## src/hw/rtl/orlog_pkg.sv

```systemverilog
`default_nettype none
// ----------------------------------------------------------------------------
// orlog_pkg
// shared types and constants for the overwriting ring log with key statistics
// ----------------------------------------------------------------------------
package orlog_pkg;

   localparam int unsigned LOG_DEPTH_DEFAULT = 64;

   localparam int unsigned KEY_W   = 16;
   localparam int unsigned SCORE_W = 7;
   localparam int unsigned COUNT_W = 7;
   localparam int unsigned TOTAL_W = 13;

   localparam logic [SCORE_W-1:0] PASS_MARK_RESET = SCORE_W'(40);
   localparam logic [COUNT_W-1:0] COUNT_MAX       = '1;
   localparam logic [TOTAL_W-1:0] TOTAL_MAX       = '1;

   typedef enum logic {
      FUNC_APPEND = 1'b0,
      FUNC_QUERY  = 1'b1
   } func_type;

   typedef enum logic {
      ST_IDLE,
      ST_SCAN
   } state_type;

   typedef struct packed {
      logic [KEY_W-1:0]   key;
      logic [SCORE_W-1:0] score;
   } record_type;

   typedef struct packed {
      logic clear;
      logic sample;
   } acc_ctrl_type;

endpackage
`default_nettype wire

```

## src/hw/rtl/orlog_acc.sv

```systemverilog
`default_nettype none
// ----------------------------------------------------------------------------
// orlog_acc
// saturating match, score and fail accumulators fed by the record scan
// ----------------------------------------------------------------------------
module orlog_acc (
   input  logic                                clock,
   input  logic                                reset,
   input  orlog_pkg::acc_ctrl_type             ctrl,
   input  logic [orlog_pkg::KEY_W-1:0]         key,
   input  logic [orlog_pkg::SCORE_W-1:0]       pass_mark,
   input  orlog_pkg::record_type               rec,
   output logic [orlog_pkg::COUNT_W-1:0]       match_count,
   output logic [orlog_pkg::TOTAL_W-1:0]       score_total,
   output logic [orlog_pkg::COUNT_W-1:0]       fail_count
);
   import orlog_pkg::*;

   logic [COUNT_W-1:0] match_ff, match_in;
   logic [TOTAL_W-1:0] total_ff, total_in;
   logic [COUNT_W-1:0] fail_ff,  fail_in;
   logic [TOTAL_W:0]   total_sum;
   logic               hit;

   assign hit       = (rec.key == key);
   assign total_sum = {1'b0, total_ff} + (TOTAL_W+1)'(rec.score);

   always_comb begin
      match_in = match_ff;
      total_in = total_ff;
      fail_in  = fail_ff;
      if (ctrl.clear) begin
         match_in = '0;
         total_in = '0;
         fail_in  = '0;
      end else if (ctrl.sample && hit) begin
         if (match_ff != COUNT_MAX) begin
            match_in = match_ff + 1'b1;
         end
         // clamp the running sum at all ones
         total_in = total_sum[TOTAL_W] ? TOTAL_MAX : total_sum[TOTAL_W-1:0];
         if ((rec.score < pass_mark) && (fail_ff != COUNT_MAX)) begin
            fail_in = fail_ff + 1'b1;
         end
      end
   end

   always_ff @(posedge clock) begin
      if (reset) begin
         match_ff <= '0;
         total_ff <= '0;
         fail_ff  <= '0;
      end else begin
         match_ff <= match_in;
         total_ff <= total_in;
         fail_ff  <= fail_in;
      end
   end

   assign match_count = match_ff;
   assign score_total = total_ff;
   assign fail_count  = fail_ff;

`ifndef ASSERT_OFF
   a_fail_le_match : assert property (@(posedge clock) disable iff (reset)
      fail_ff <= match_ff)
      else $error("fail count above match count");

   a_clear_zero : assert property (@(posedge clock) disable iff (reset)
      ctrl.clear |=> (match_ff == '0) && (total_ff == '0) && (fail_ff == '0))
      else $error("accumulators not cleared");

   a_hold : assert property (@(posedge clock) disable iff (reset)
      (!ctrl.clear && !ctrl.sample) |=> $stable(match_ff) && $stable(total_ff)
                                          && $stable(fail_ff))
      else $error("accumulators moved without a sample");
`endif

endmodule
`default_nettype wire

```

## src/hw/rtl/overwriting_ring_log_with_key_stats.sv

```systemverilog
`default_nettype none
// ----------------------------------------------------------------------------
// overwriting_ring_log_with_key_stats
// circular (key, score) log with keyed match, sum and fail statistics
// ----------------------------------------------------------------------------
// usage
//   request channel (req_*): func 0 appends {learner_id, score} after the
//   newest record; once the log holds LOG_DEPTH records the oldest is
//   overwritten. func 1 asks for statistics on learner_id.
//   response channel (rsp_*): one response per query, none per append:
//   match count, score total and count of scores below the pass mark.
//   csr port: csr_write_en writes the 7-bit pass mark (reset value 40).
//   an append leaves the block in idle, so appends can arrive back to back.
//   a query walks the log oldest to newest, one record per cycle through the
//   single read port of the record memory; the response is loaded once the
//   last record read has been sampled and the response register is free;
//   the next request is taken the cycle after the load.
//   the response sits in an output register, so the next request is taken
//   while an earlier response waits for rsp_stall to drop.
//   reset empties the log (count and pointers only; the memory is not
//   cleared) and restores the pass mark. no clearing pass is needed.
//   while a query scans, req_stall stays high.
// ----------------------------------------------------------------------------
module overwriting_ring_log_with_key_stats #(
   parameter int unsigned LOG_DEPTH = orlog_pkg::LOG_DEPTH_DEFAULT
) (
   input  logic                                clock,
   input  logic                                reset,
   // request channel
   input  logic                                req_valid,
   output logic                                req_stall,
   input  logic                                req_func,
   input  logic [orlog_pkg::KEY_W-1:0]         req_learner_id,
   input  logic [orlog_pkg::SCORE_W-1:0]       req_score,
   // response channel
   output logic                                rsp_valid,
   input  logic                                rsp_stall,
   output logic [orlog_pkg::COUNT_W-1:0]       rsp_match_count,
   output logic [orlog_pkg::TOTAL_W-1:0]       rsp_score_total,
   output logic [orlog_pkg::COUNT_W-1:0]       rsp_fail_count,
   // configuration
   input  logic                                csr_write_en,
   input  logic [orlog_pkg::SCORE_W-1:0]       csr_write_data
);
   import orlog_pkg::*;

   localparam int unsigned PTR_W = $clog2(LOG_DEPTH);
   localparam int unsigned CNT_W = $clog2(LOG_DEPTH + 1);
   localparam logic [PTR_W-1:0] LAST_IDX = PTR_W'(LOG_DEPTH - 1);
   localparam logic [CNT_W-1:0] FULL_CNT = CNT_W'(LOG_DEPTH);

   // record memory, one write and one registered read port
   record_type mem [LOG_DEPTH];

   state_type          state_ff, state_in;
   logic [PTR_W-1:0]   head_ff, head_in;
   logic [PTR_W-1:0]   tail_ff, tail_in;
   logic [CNT_W-1:0]   count_ff, count_in;
   logic [PTR_W-1:0]   scan_idx_ff, scan_idx_in;
   logic [CNT_W-1:0]   remain_ff, remain_in;
   logic [KEY_W-1:0]   key_ff, key_in;
   logic [SCORE_W-1:0] pass_mark_ff;
   logic               rd_vld_ff;
   record_type         rd_data_ff;
   logic               rd_en;
   logic               mem_we;
   record_type         wr_data;
   logic               req_accept;
   logic               log_full;
   logic               out_free;
   logic               rsp_load;
   logic               rsp_valid_ff;
   logic [COUNT_W-1:0] rsp_match_ff;
   logic [TOTAL_W-1:0] rsp_total_ff;
   logic [COUNT_W-1:0] rsp_fail_ff;
   acc_ctrl_type       acc_ctrl;
   logic [COUNT_W-1:0] acc_match;
   logic [TOTAL_W-1:0] acc_total;
   logic [COUNT_W-1:0] acc_fail;

   function automatic logic [PTR_W-1:0] next_idx(input logic [PTR_W-1:0] idx);
      return (idx == LAST_IDX) ? '0 : idx + 1'b1;
   endfunction

   assign req_accept = req_valid && !req_stall;
   assign log_full   = (count_ff == FULL_CNT);
   // response register can take a new value this cycle
   assign out_free   = !rsp_valid_ff || !rsp_stall;
   assign wr_data    = '{key: req_learner_id, score: req_score};

   // sequencer: appends in idle, queries walk the log in scan
   always_comb begin
      state_in    = state_ff;
      head_in     = head_ff;
      tail_in     = tail_ff;
      count_in    = count_ff;
      scan_idx_in = scan_idx_ff;
      remain_in   = remain_ff;
      key_in      = key_ff;
      req_stall   = 1'b1;
      rd_en       = 1'b0;
      mem_we      = 1'b0;
      rsp_load    = 1'b0;
      acc_ctrl    = '0;
      unique case (state_ff)
         ST_IDLE: begin
            req_stall = 1'b0;
            if (req_valid) begin
               if (func_type'(req_func) == FUNC_QUERY) begin
                  key_in         = req_learner_id;
                  scan_idx_in    = head_ff;
                  remain_in      = count_ff;
                  acc_ctrl.clear = 1'b1;
                  state_in       = ST_SCAN;
               end else begin
                  // full log: drop the oldest record by moving the head
                  mem_we  = 1'b1;
                  tail_in = next_idx(tail_ff);
                  if (log_full) begin
                     head_in = next_idx(head_ff);
                  end else begin
                     count_in = count_ff + 1'b1;
                  end
               end
            end
         end
         ST_SCAN: begin
            // data read last cycle is in rd_data_ff now
            acc_ctrl.sample = rd_vld_ff;
            if (remain_ff != '0) begin
               rd_en       = 1'b1;
               scan_idx_in = next_idx(scan_idx_ff);
               remain_in   = remain_ff - 1'b1;
            end else if (!rd_vld_ff && out_free) begin
               rsp_load = 1'b1;
               state_in = ST_IDLE;
            end
         end
         default: begin
            state_in = ST_IDLE;
         end
      endcase
   end

   always_ff @(posedge clock) begin
      if (reset) begin
         state_ff     <= ST_IDLE;
         head_ff      <= '0;
         tail_ff      <= LAST_IDX;
         count_ff     <= '0;
         remain_ff    <= '0;
         rd_vld_ff    <= 1'b0;
         rsp_valid_ff <= 1'b0;
         pass_mark_ff <= PASS_MARK_RESET;
      end else begin
         state_ff  <= state_in;
         head_ff   <= head_in;
         tail_ff   <= tail_in;
         count_ff  <= count_in;
         remain_ff <= remain_in;
         rd_vld_ff <= rd_en;
         if (rsp_load) begin
            rsp_valid_ff <= 1'b1;
         end else if (!rsp_stall) begin
            rsp_valid_ff <= 1'b0;
         end
         if (csr_write_en) begin
            pass_mark_ff <= csr_write_data;
         end
      end
   end

   // payload registers, no reset
   always_ff @(posedge clock) begin
      scan_idx_ff <= scan_idx_in;
      key_ff      <= key_in;
      if (rsp_load) begin
         rsp_match_ff <= acc_match;
         rsp_total_ff <= acc_total;
         rsp_fail_ff  <= acc_fail;
      end
   end

   // record memory ports
   always_ff @(posedge clock) begin
      if (mem_we) begin
         mem[tail_in] <= wr_data;
      end
   end

   always_ff @(posedge clock) begin
      if (rd_en) begin
         rd_data_ff <= mem[scan_idx_ff];
      end
   end

   orlog_acc u_acc (
      .clock       (clock),
      .reset       (reset),
      .ctrl        (acc_ctrl),
      .key         (key_ff),
      .pass_mark   (pass_mark_ff),
      .rec         (rd_data_ff),
      .match_count (acc_match),
      .score_total (acc_total),
      .fail_count  (acc_fail)
   );

   assign rsp_valid       = rsp_valid_ff;
   assign rsp_match_count = rsp_match_ff;
   assign rsp_score_total = rsp_total_ff;
   assign rsp_fail_count  = rsp_fail_ff;

`ifndef ASSERT_OFF
   a_count_bound : assert property (@(posedge clock) disable iff (reset)
      count_ff <= FULL_CNT)
      else $error("record count above log depth");

   a_full_stays_full : assert property (@(posedge clock) disable iff (reset)
      (req_accept && (func_type'(req_func) == FUNC_APPEND) && log_full)
         |=> (count_ff == FULL_CNT) && (head_ff == next_idx($past(head_ff))))
      else $error("overwrite did not advance head at full log");

   a_read_in_scan : assert property (@(posedge clock) disable iff (reset)
      rd_vld_ff |-> (state_ff == ST_SCAN) && !rsp_load)
      else $error("read data returned outside a scan or after response load");
`endif

endmodule
`default_nettype wire
```

## config.mk

```make
export PLATFORM = sky130hd
export DESIGN_NAME = overwriting_ring_log_with_key_stats
export DESIGN_NICKNAME = d
export VERILOG_FILES = /design/src/hw/rtl/orlog_pkg.sv /design/src/hw/rtl/orlog_acc.sv /design/src/hw/rtl/overwriting_ring_log_with_key_stats.sv
export SDC_FILE = /design/constraint.sdc
export NUM_CORES = 2
export LEC_CHECK = 0
export BUFFER_PORTS_ARGS = -buffer_cell sky130_fd_sc_hd__buf_4
export CAP_MARGIN = 40
export CORE_MARGIN = 4
export CORE_UTILIZATION = 35
export DETAILED_ROUTE_END_ITERATION = 7
export GPL_TIMING_DRIVEN = 0
export SYNTH_ARGS = -nofsm -noshare
export SYNTH_HDL_FRONTEND = slang
export SYNTH_SLANG_ARGS = --single-unit
```

## constraint.sdc

```tcl
create_clock -name clock -period 5.1 [get_ports clock]
set_input_delay 0.51 -clock clock [delete_from_list [all_inputs] [get_ports clock]]
set_output_delay 0.51 -clock clock [all_outputs]
set_load 0.005 [all_outputs]
```

# After elaboration in Yosys (flattened, before gate mapping)
# Memories as Yosys holds them, arrays and structs flattened. A register that Yosys moved wholly into a read port is not among the register bits.
# Cells that the tools add are included.
[word_totals]
n_memories = 1
regBits = 112
out_inout_bits = 29
input_bits = 36
word_cells = 90
ram_bits = 1472
[memory_table]
columns = ["name", "depth", "word_bits", "read_ports", "rd_clocked_by_memory_dff", "write_ports", "line", "source"]
rows = [
  ["mem", 64, 23, 1, 1, 1, "overwriting_ring_log_with_key_stats.sv:53", "record_type mem [LOG_DEPTH];"],
]
[classes]
n_bitwise = 3
n_mux = 35
addsub = 8
n_eq_ne = 11
n_lt_le_gt_ge = 1
n_reduce_logical = 15
[op_table]
columns = ["op", "n"]
rows = [
  ["$mux W6", 9],
  ["$add A7 B1 Y7 const B", 3],
  ["$mux W7", 3],
  ["$mux W1", 19],
  ["$add A6 B1 Y6 const B", 3],
  ["$eq A6 B6 Y1 const B", 3],
  ["$eq A16 B16 Y1", 1],
  ["$add A13 B7 Y14", 1],
  ["$ne A7 B7 Y1 const B", 2],
  ["$pmux W7 S2", 1],
  ["$mux W13", 1],
  ["$pmux W6 S2", 1],
  ["$reduce_and A4 Y1", 2],
  ["$eq A7 B7 Y1 const B", 1],
  ["$lt A7 B7 Y1", 1],
  ["$reduce_bool A7 Y1", 1],
  ["$sub A7 B1 Y7 const B", 1],
  ["$reduce_and A3 Y1", 2],
  ["$ne A2 B1 Y1 const B", 2],
  ["$ne A2 B2 Y1 const B", 2],
  ["$reduce_and A2 Y1", 2],
  ["$logic_and A1 B1 Y1", 3],
  ["$logic_not A1 Y1", 3],
  ["$not A1 Y1", 3],
  ["3 further kinds", 3],
]

# Longest topological paths before layout
[depth]
depth_word = 7
depth_mapped = 11

# Hierarchy
# A second synthesis with hierarchy kept.
[hier_totals]
cells_unflattened = 2912
hier_area_um2 = 62393.6
[by_module_without_submodules]
columns = ["module", "cells_each", "n_inst", "seq_area_each_um2", "area_per_inst_um2"]
rows = [
  ["overwriting_ring_log_with_key_stats", 2691, 1, 47085.2, 60501.8],
  ["orlog_acc", 221, 1, 540.5, 1891.8],
]

# Worst setup path after synthesis
# No wires, ideal clock.
[synth_timing]
kind = "in2reg"
start = "in req_func"
end = "mem mem[49][0] (netlist bit) (enable)"
path_slack_ns = 1.940
stages = 7
path_buffers = 1
arrival_time_ns = 2.757
path_cell_list = "or3b_2 > buf_2 > nor2_2 > nand3_1 > mux2i_1 > a22oi_2 > nor2_1"
[synth_via]
elab_chain_cells = 5
word_cells_on_any_way = 8
classes_between = "8 x mux"
[synth_rtl]
columns = ["item", "line", "source"]
rows = [
  ["from (decl)", "overwriting_ring_log_with_key_stats.sv:32", "input logic req_func,"],
  ["$mux W1", "overwriting_ring_log_with_key_stats.sv:109", "if (func_type'(req_func) == FUNC_QUERY) begin"],
  ["$mux W1", "overwriting_ring_log_with_key_stats.sv:108", "if (req_valid) begin"],
  ["$mux W1", "overwriting_ring_log_with_key_stats.sv:105", "unique case (state_ff)"],
  ["$mux W1", "overwriting_ring_log_with_key_stats.sv:186", "if (mem_we) begin"],
  ["$mux W1 (implied by the code)", "overwriting_ring_log_with_key_stats.sv:187", "mem[tail_in] <= wr_data;"],
  ["to (decl)", "overwriting_ring_log_with_key_stats.sv:53", ""],
]
# Several ways; a longest one is shown, not always the timed one.

==> impl_results.md <==
- Critical path peak fanout: 10
- DRC: 0
- Tcrit/Tclk final: 0.7656
- Die area: 0.1865 mm^2
- Fmax: 0.2561 GHz
- Post-synth ARST share: 0
- Minimum clock period: 3.904 ns
- CP max stage cell: o21ai_0
- Critical Path AT: 4.38 ns
- Die X: 431.8 um
- Gr ovfl total: 0
- Final cell count without fillers: 6195
- Worst r2r path cells: 7
- Slew headroom: 0.3719
- Number of diodes: 0
- Row count: 155
- IO Count: 65
- CORE AREA: 0.1786 mm^2
- Post-synthesis adder-cell area fraction: 0.004697
- Fillers: 15.73k
- Most common cell after layout, fill and taps aside: edfxtp_1
- Vias: 33.27k
- Synth top area cells: edfxtp_1 74%, mux4_2 6.6%, mux2i_1 5.4%, dfxtp_1 2.0%, a22oi_1 1.5%
- Final Setup Violations: 0
- Antenna viol nets, final: 0
- Via density: 5.370
- Starting Density: 0.3520
- Largest net degree at the start of global routing: 66
- CP peak stage delay: 0.67 ns
- IO buf count: 62
- Synth Warn #: 0
- Mapped cell area: 0.06287 mm^2
- Largest family of logic cells by synthesized area: multiplexers
- H-tree Lvls: 4
- Setup Skew: 0.06017 ns
- Xor-xnor portion of the synthesized cell area: 0.005433
- Drt first pass iters: 6
- Pre-CTS setup slack: 1.033 ns
- Ys flop type: edfxtp_1
- Synth Area in Compound Gates: 0.05893
- Nets: 3767
- Setup repair bufs after CTS: 0
- Largest area contributor in the netlist: edfxtp_1
- P_leak: 23.50 nW
- Top cell by count, worst path: clkbuf_1
- Seq/Total Area, Yosys: 0.7575
- Synth top area share: 0.7374
- Post-route setup TNS: 0 ns
- Setup WS post-layout: 1.196 ns
- Post-Synthesis Net Count: 3435
- Clock transition at path regs: 0.06 ns
- Most frequent cells in the layout: 1544 x edfxtp_1, 342 x mux2i_1, 185 x mux4_2, 165 x clkbuf_16, 129 x a22oi_1
- Routed len/inst: 26.54 um
- Post-synth EDFFs: 1544
- Power density over cell area: 390.9 mW/mm^2
- Max-cap viol count: 0
- Final hold viol count: 0
- Placed insts: 5887
- Post-DP HPWL: 109200 um
- Die H: 431.8 um
- CP endpoint kind: register
- TritonCTS Buffers: 164
- Status: finished clean
- Vias in the first global route: 32.68k
- Max VDD drop: 0.2865 mV
- Crit-path cells: clkbuf_1 -> nand2_1 -> clkbuf_1 -> o211ai_1 -> nor3_1 -> o32ai_1 -> o21ai_0
- Flops & latches, synth: 1607
- Clock Latency Late Sink: 0.81 ns
- Worst-case clock buffer depth: 3
- Max Transition Viols Final: 0
- CP startpoint kind: register
- CP required: 5.58 ns
- CTS tree: built
- Initial antenna violation count: 13
- Simple-gate area share of the yosys netlist: 0.03345
- GPL Wtd Cong: 0.8648
- RSZ-0062 raised after global routing: no
- CTS sink cnt: 1607
- Depth of the worst hold-timing path: 1
- CTS root buf: clkbuf_16
- Total Routing Usage GR: 0.1739
- 1st-iter DRT viols: 3887
- Crit path kind: reg -> reg
- Netlist cell types: 71
- Slew of the pin with the lowest slew margin: 0.9399 ns
- Final WL: 164400 um
- Global-route wire length before repair: 234900 um
- Mux share of post-synthesis cell area: 0.1223
- Syn Area/Cell: 18.62 um^2
- Area Overhead vs Synth: 16.66%
- Synth Instances: 3376
- Min-delay worst type: in -> reg
- Share of layout cells above drive strength 1: 0.1979
==> layer usage <==
layer  GRT usage  part of all wire  vias up
li1            -                 -    14390
met1      0.2468              0.43    17300
met2      0.2654              0.46     1304
met3     0.03968             0.083      267
met4     0.05780             0.032        6
met5           0           0.00033        -
==> path summary, 6_finish.rpt <==
| kind | start | to | slack, ns |
|---|---|---|---|
| worst max register to register | scan_idx_ff[5] | rd_data_ff[3] | 1.20 |
| worst min-delay path | req_learner_id[7] | mem[29][14] | 0.13 |
| worst min register to register | u_acc.score_total[10] | rsp_score_total[10] | 0.44 |
| worst max-delay path | scan_idx_ff[5] | rd_data_ff[3] | 1.20 |
==> where the power goes <==
part           switching (W)  internal, W
combinational        0.00148     0.000727
sequential         0.0000394       0.0146
clock                0.00512      0.00673
total                0.00664       0.0220
==> per-stage QoR <==
| step | power, W | cell area (um^2) | util | hold WS [ns] |
|---|---|---|---|---|
| 6_report | 0.02867 | 73350 | 0.4106 | 0.1267 |
| 5_1_grt | 0.02953 | 73350 | 0.4106 | 0.08044 |
| 4_1_cts | 0.02887 | 73310 | 0.4105 | 0.06217 |
| 3_5_place_dp | 0.01708 | 67910 | 0.3802 | 0.4574 |
| 3_3_place_gp | 0.01699 | 66280 | 0.3711 | 0.4543 |
| 2_1_floorplan | 0.01603 | 62870 | - | 0.4278 |
==> registers in the layout, indices dropped and copies added, names as in the netlist, 13 cells and up <==
register and flops:
mem 1472, rsp_score_total 13, u_acc.score_total 13, key_ff 16, rd_data_ff 23
==> layout make-up <==
type                    instances  area [um^2]  share of cell area
plain buffers                 190         1032             0.01407
flip-flops and latches       1607        47630              0.6493
repair buffers                166         1949             0.02658
inverters                      21        78.83            0.001075
clock inverters                95         1042             0.01421
well taps                    2355         2947             0.04017
clock buffers                 203         4282             0.05838
multi-input cells            1558        14390              0.1962
==> critical path: cells and delay by family (launching register included) <==
family | cells | cell delay [ns]
AO/OA/AOI/OAI | 3 | 1.15
buffers and inverters | 2 | 1.01
AND/OR/NAND/NOR | 2 | 0.87
flip-flops | 1 | 0.56
==> synthesized netlist by cell type, drive strengths merged (3+ instances only) <==
cell type	number
a211oi	82
a21oi	122
a221oi	18
a22o	24
a22oi	131
a2bb2oi	17
a311oi	3
a31oi	20
and2	8
and3	9
buf	115
clkbuf	75
dfxtp	63
edfxtp	1544
ha	22
inv	20
mux2	9
mux2i	342
mux4	185
nand2	87
nand2b	10
nand3	45
nand4	9
nor2	122
nor2b	65
nor3	15
nor3b	4
nor4	5
o211ai	26
o21ai	54
o221ai	8
o22ai	3
o2bb2ai	6
o31ai	4
o32ai	6
or2	8
or3	21
or4	4
xnor2	18
xor2	21
==> kinds of logic after synthesis <==
group | Yosys count
fa+ha+maj | 23
flops | 1607
buf+inv | 211
mux | 536
compound gates | 538
xor+xnor | 39
simple gates | 422
==> repair_timing <==
item | 4_1_cts | 5_1_grt
hold buffers | 8 | 0
gates resized for setup | 0 | 0
hold endpoints to repair | 8 | 0
Note: power is estimated with default switching activity, not from simulation.
